File: src/rtl/sst_ram.sv
// ----------------------------------------------------------------------------
// sst_ram: generic single-port synchronous ram
// one write or read per cycle, registered read data
// ----------------------------------------------------------------------------
module sst_ram #(
  parameter int unsigned Width = 8,
  parameter int unsigned Depth = 256
) (
  input  logic                     clk_i,
  input  logic                     we_i,
  input  logic [$clog2(Depth)-1:0] addr_i,
  input  logic [Width-1:0]         wdata_i,
  output logic [Width-1:0]         rdata_o
);

  logic [Width-1:0] mem_q [Depth];

  always_ff @(posedge clk_i) begin
    if (we_i) begin
      mem_q[addr_i] <= wdata_i;
    end
    rdata_o <= mem_q[addr_i];
  end

endmodule

File: config.mk
export PLATFORM = sky130hd
export DESIGN_NAME = sst_ram
export DESIGN_NICKNAME = d
export VERILOG_FILES = /design/src/rtl/sst_ram.sv
export SDC_FILE = /design/constraint.sdc
export NUM_CORES = 2
export LEC_CHECK = 0
export BUFFER_PORTS_ARGS = -buffer_cell sky130_fd_sc_hd__buf_2
export CORE_MARGIN = 4
export CORE_UTILIZATION = 30
export DETAILED_ROUTE_END_ITERATION = 6
export GPL_ROUTABILITY_DRIVEN = 0
export PLACE_DENSITY = 0.44
export SYNTH_ARGS = -nofsm -noshare
export SYNTH_HDL_FRONTEND = slang
export SYNTH_SLANG_ARGS = --single-unit
export TNS_END_PERCENT = 20
File: constraint.sdc
create_clock -name clk_i -period 3.2 [get_ports clk_i]
set_input_delay 0.64 -clock clk_i [delete_from_list [all_inputs] [get_ports clk_i]]
set_output_delay 0.64 -clock clk_i [all_outputs]
set_load 0.02 [all_outputs]
==> qor.csv <==
metric,value,unit
die_h,520,microns
cts-buffers-inserted,218,
maxSlewViolCount,0,
setup-violations-final,0,
worst_setup_path_end_kind,flop,
rows,187,
synth_edf_count,2048,
syn_area,78500,sq um
cts-resized-gates,0,
cts_tree,yes,
worstPathRequired,3.89,ns
route.detailed.drc,0,
period_minus_slack,2.95,ns
outcome,completed,
hpwl,141000,microns
hp-class,in -> reg,
final_hold_viol_count,0,
tightestPinTransition,1.25,ns
setup_ws,0.248,ns
synth_seq_area_share,0.786,
layout-drive-gt1-share,0.339,
switching_share,0.219,
power.switching,0.0126,W
layout.nets,4185,
worstSkewPairLatency,0.87,ns
synth_area_leaders,"edfxtp_1 78%, mux4_2 15%, a22oi_1 2.4%, nor2_1 1.1%, a21oi_1 0.82%",
synthArstFlopShare,0,
cp-start-kind,input pin,
syn_inst,3547,
pwr-share-comb,0.052,
ys_types,22,
critPathKind,in -> reg,
cap_violations,0,
clk_pin_slew,0.06,ns
yosys.area.top_type,edfxtp_1,
post-route-util,0.365,
slowest_delay,0.79,ns
min_period_over_period,0.923,
vdd_ir_drop_max,0.598,mV
io_pins,26,
fin_skew,0.0677,ns
internal_power,0.0451,W
synth_nets,3565,
post-place-ws,-0.591,ns
postCtsHoldBufs,0,
crit_fanout,15,
grt_pass1_vias,40368,
fmax,339,MHz
die_w,520,microns
cpMaxStageDelayCell,o41ai_1,
grt_start_max_net_pins,105,
first_pass_iters,5,
grt_overflow,0,
worstPathArrival,3.64,ns
die_area,270000,sq um
routed_wl,222000,microns
power_leakage,29.7,nW
rsz0062_at_grt,false,
synth_most_common_cell,edfxtp_1,
core-area,260000,sq um
r2r-start,mem_q[175][2]$_DFFE_PP_,
p_clk_frac,0.433,
drt_iter0_markers,3733,
grt_pass1_wl,314000,microns
cts.sinks,2056,
synth_common_cells,"2,048 x edfxtp_1, 512 x mux4_2, 256 x a22oi_1",
clock_path_buffers,3,
dp_cells,7443,
avgSynthCellArea,22.1,sq um
placed_area,87800,sq um
layout-area-overhead-vs-synth,20.9,%
path_buf_inv,4,
post_cts_buffers,0,
slew_headroom,0.166,
io_buffers,25,
p_seq_frac,0.515,
clockRootBuffer,clkbuf_16,
vias,38768,
start_util,0.302,
antenna_found_initial,11,
ys_ff_latch,2056,
synth_ff_type,edfxtp_1,
path_common_cell,buf_12,
yosysWarnings,0,
min_from,wdata_i[1],
path_delay_family,compound AO/OA/AOI/OAI gates,
ant_nets,0,
powerDensity,608,nW/um^2
crit_start,addr_i[0],
gr-usage-all-layers,0.162,
wl_per_cell,28.3,microns
yosys.area.top_type_share,0.783,
via_per_inst,4.94,
n_fill_cell,23883,
p_total,0.0577,W
stdcell_count,7851,
worstPathCellList,buf_8 -> buf_12 -> buf_12 -> buf_4 -> mux4_2 -> a22oi_1 -> a21oi_1 -> o41ai_1 -> nand4_1,
cts-htree-levels,4,
finalInstanceArea,94900,sq um
[power groups by stage]
stage	logic, W	registers, W	clock network (W)
after floorplan	0.00132	0.0303	0
after global placement	0.00307	0.0303	0
after detailed placement	0.00309	0.0303	0
after CTS	0.00309	0.0297	0.0256
after global routing	0.00320	0.0297	0.0268
final	0.00300	0.0297	0.0249
[flip-flops by register name, summed over array words and instances, names as in the netlist]
register / cells
rdata_o: 8
mem_q: 2048
[metal layers]
metal  wire, microns  up-vias  share of wire  global-route usage
li1                -    16348              -                   -
met4            4290        6          0.019              0.0360
met5              41        -        0.00018                   0
met3           10600      260          0.048              0.0255
met2          110000     1012           0.49               0.268
met1           97400    21142           0.44               0.226
[kinds of logic (layout without fill, tap and decap cells)]
logic type	Yosys count	after routing	synth area share
other	0	3	0
multiplexers	512	512	0.147
AND/OR/NAND/NOR	330	330	0.0173
flip-flops	2056	2056	0.786
buffers and inverters	233	1038	0.0140
AO/OA/AOI/OAI	416	416	0.0362
[through the flow]
stage | TNS, ns | hold slack, ns
2_1_floorplan | 0 | 0.739
3_3_place_gp | -6.58 | 0.935
3_5_place_dp | -5.89 | 0.935
4_1_cts | 0 | 0.00669
5_1_grt | 0 | 0.0218
6_report | 0 | 0.0601
[worst register-to-register path, delay by kind of cell, from the launching register on]
| family | cells | cell delay [ns] |
|---|---|---|
| mux | 1 | 0.52 |
| buf+inv | 1 | 0.27 |
| compound gates | 3 | 1.41 |
| simple gates | 1 | 0.08 |
| flops | 1 | 0.38 |
[worst paths after layout]
check                                 end  slack [ns]  cells past startpoint
hold reg to reg        rdata_o[1]$_DFF_P_        0.99                      5
setup reg to reg       rdata_o[2]$_DFF_P_        0.43                      6
hold / removal    mem_q[134][1]$_DFFE_PP_        0.06                      1
setup / recovery       rdata_o[7]$_DFF_P_        0.25                      9
[final cells by class]
class / instances / area [sq um] / area share
Tap cell: 3496 / 4370 / 0.0461
Antenna cell: 3 / 7.51 / 0.0000791
Clock inverter: 131 / 1330 / 0.0140
Timing Repair Buffer: 632 / 5960 / 0.0628
Multi-Input combinational cell: 1258 / 15800 / 0.167
Sequential cell: 2056 / 61700 / 0.650
Inverter: 1 / 3.75 / 0.0000396
Clock buffer: 274 / 5750 / 0.0605
[layout by cell type, fill, tap and decap left out, types with 3 or more instances in the layout]
cell and n:
buf_8 10, nor3_1 30, clkinv_16 8, clkbuf_8 8, buf_4 513, clkinv_8 3
buf_12 94, edfxtp_1 2048, clkinv_1 47, buf_2 15, nand2_2 5, nand3_1 5
nor2b_1 5, o41ai_1 32, clkinvlp_4 3, clkbuf_16 218, dfxtp_1 8, nand4_1 8
nand2_1 23, clkbuf_1 48, clkinv_2 47, bufinv_16 18, nand2b_1 4, a22oi_1 256
nand3_2 8, nor2_1 231, a21oi_1 128, mux4_2 512, diode_2 3
Note: power is estimated with default switching activity, not from simulation.
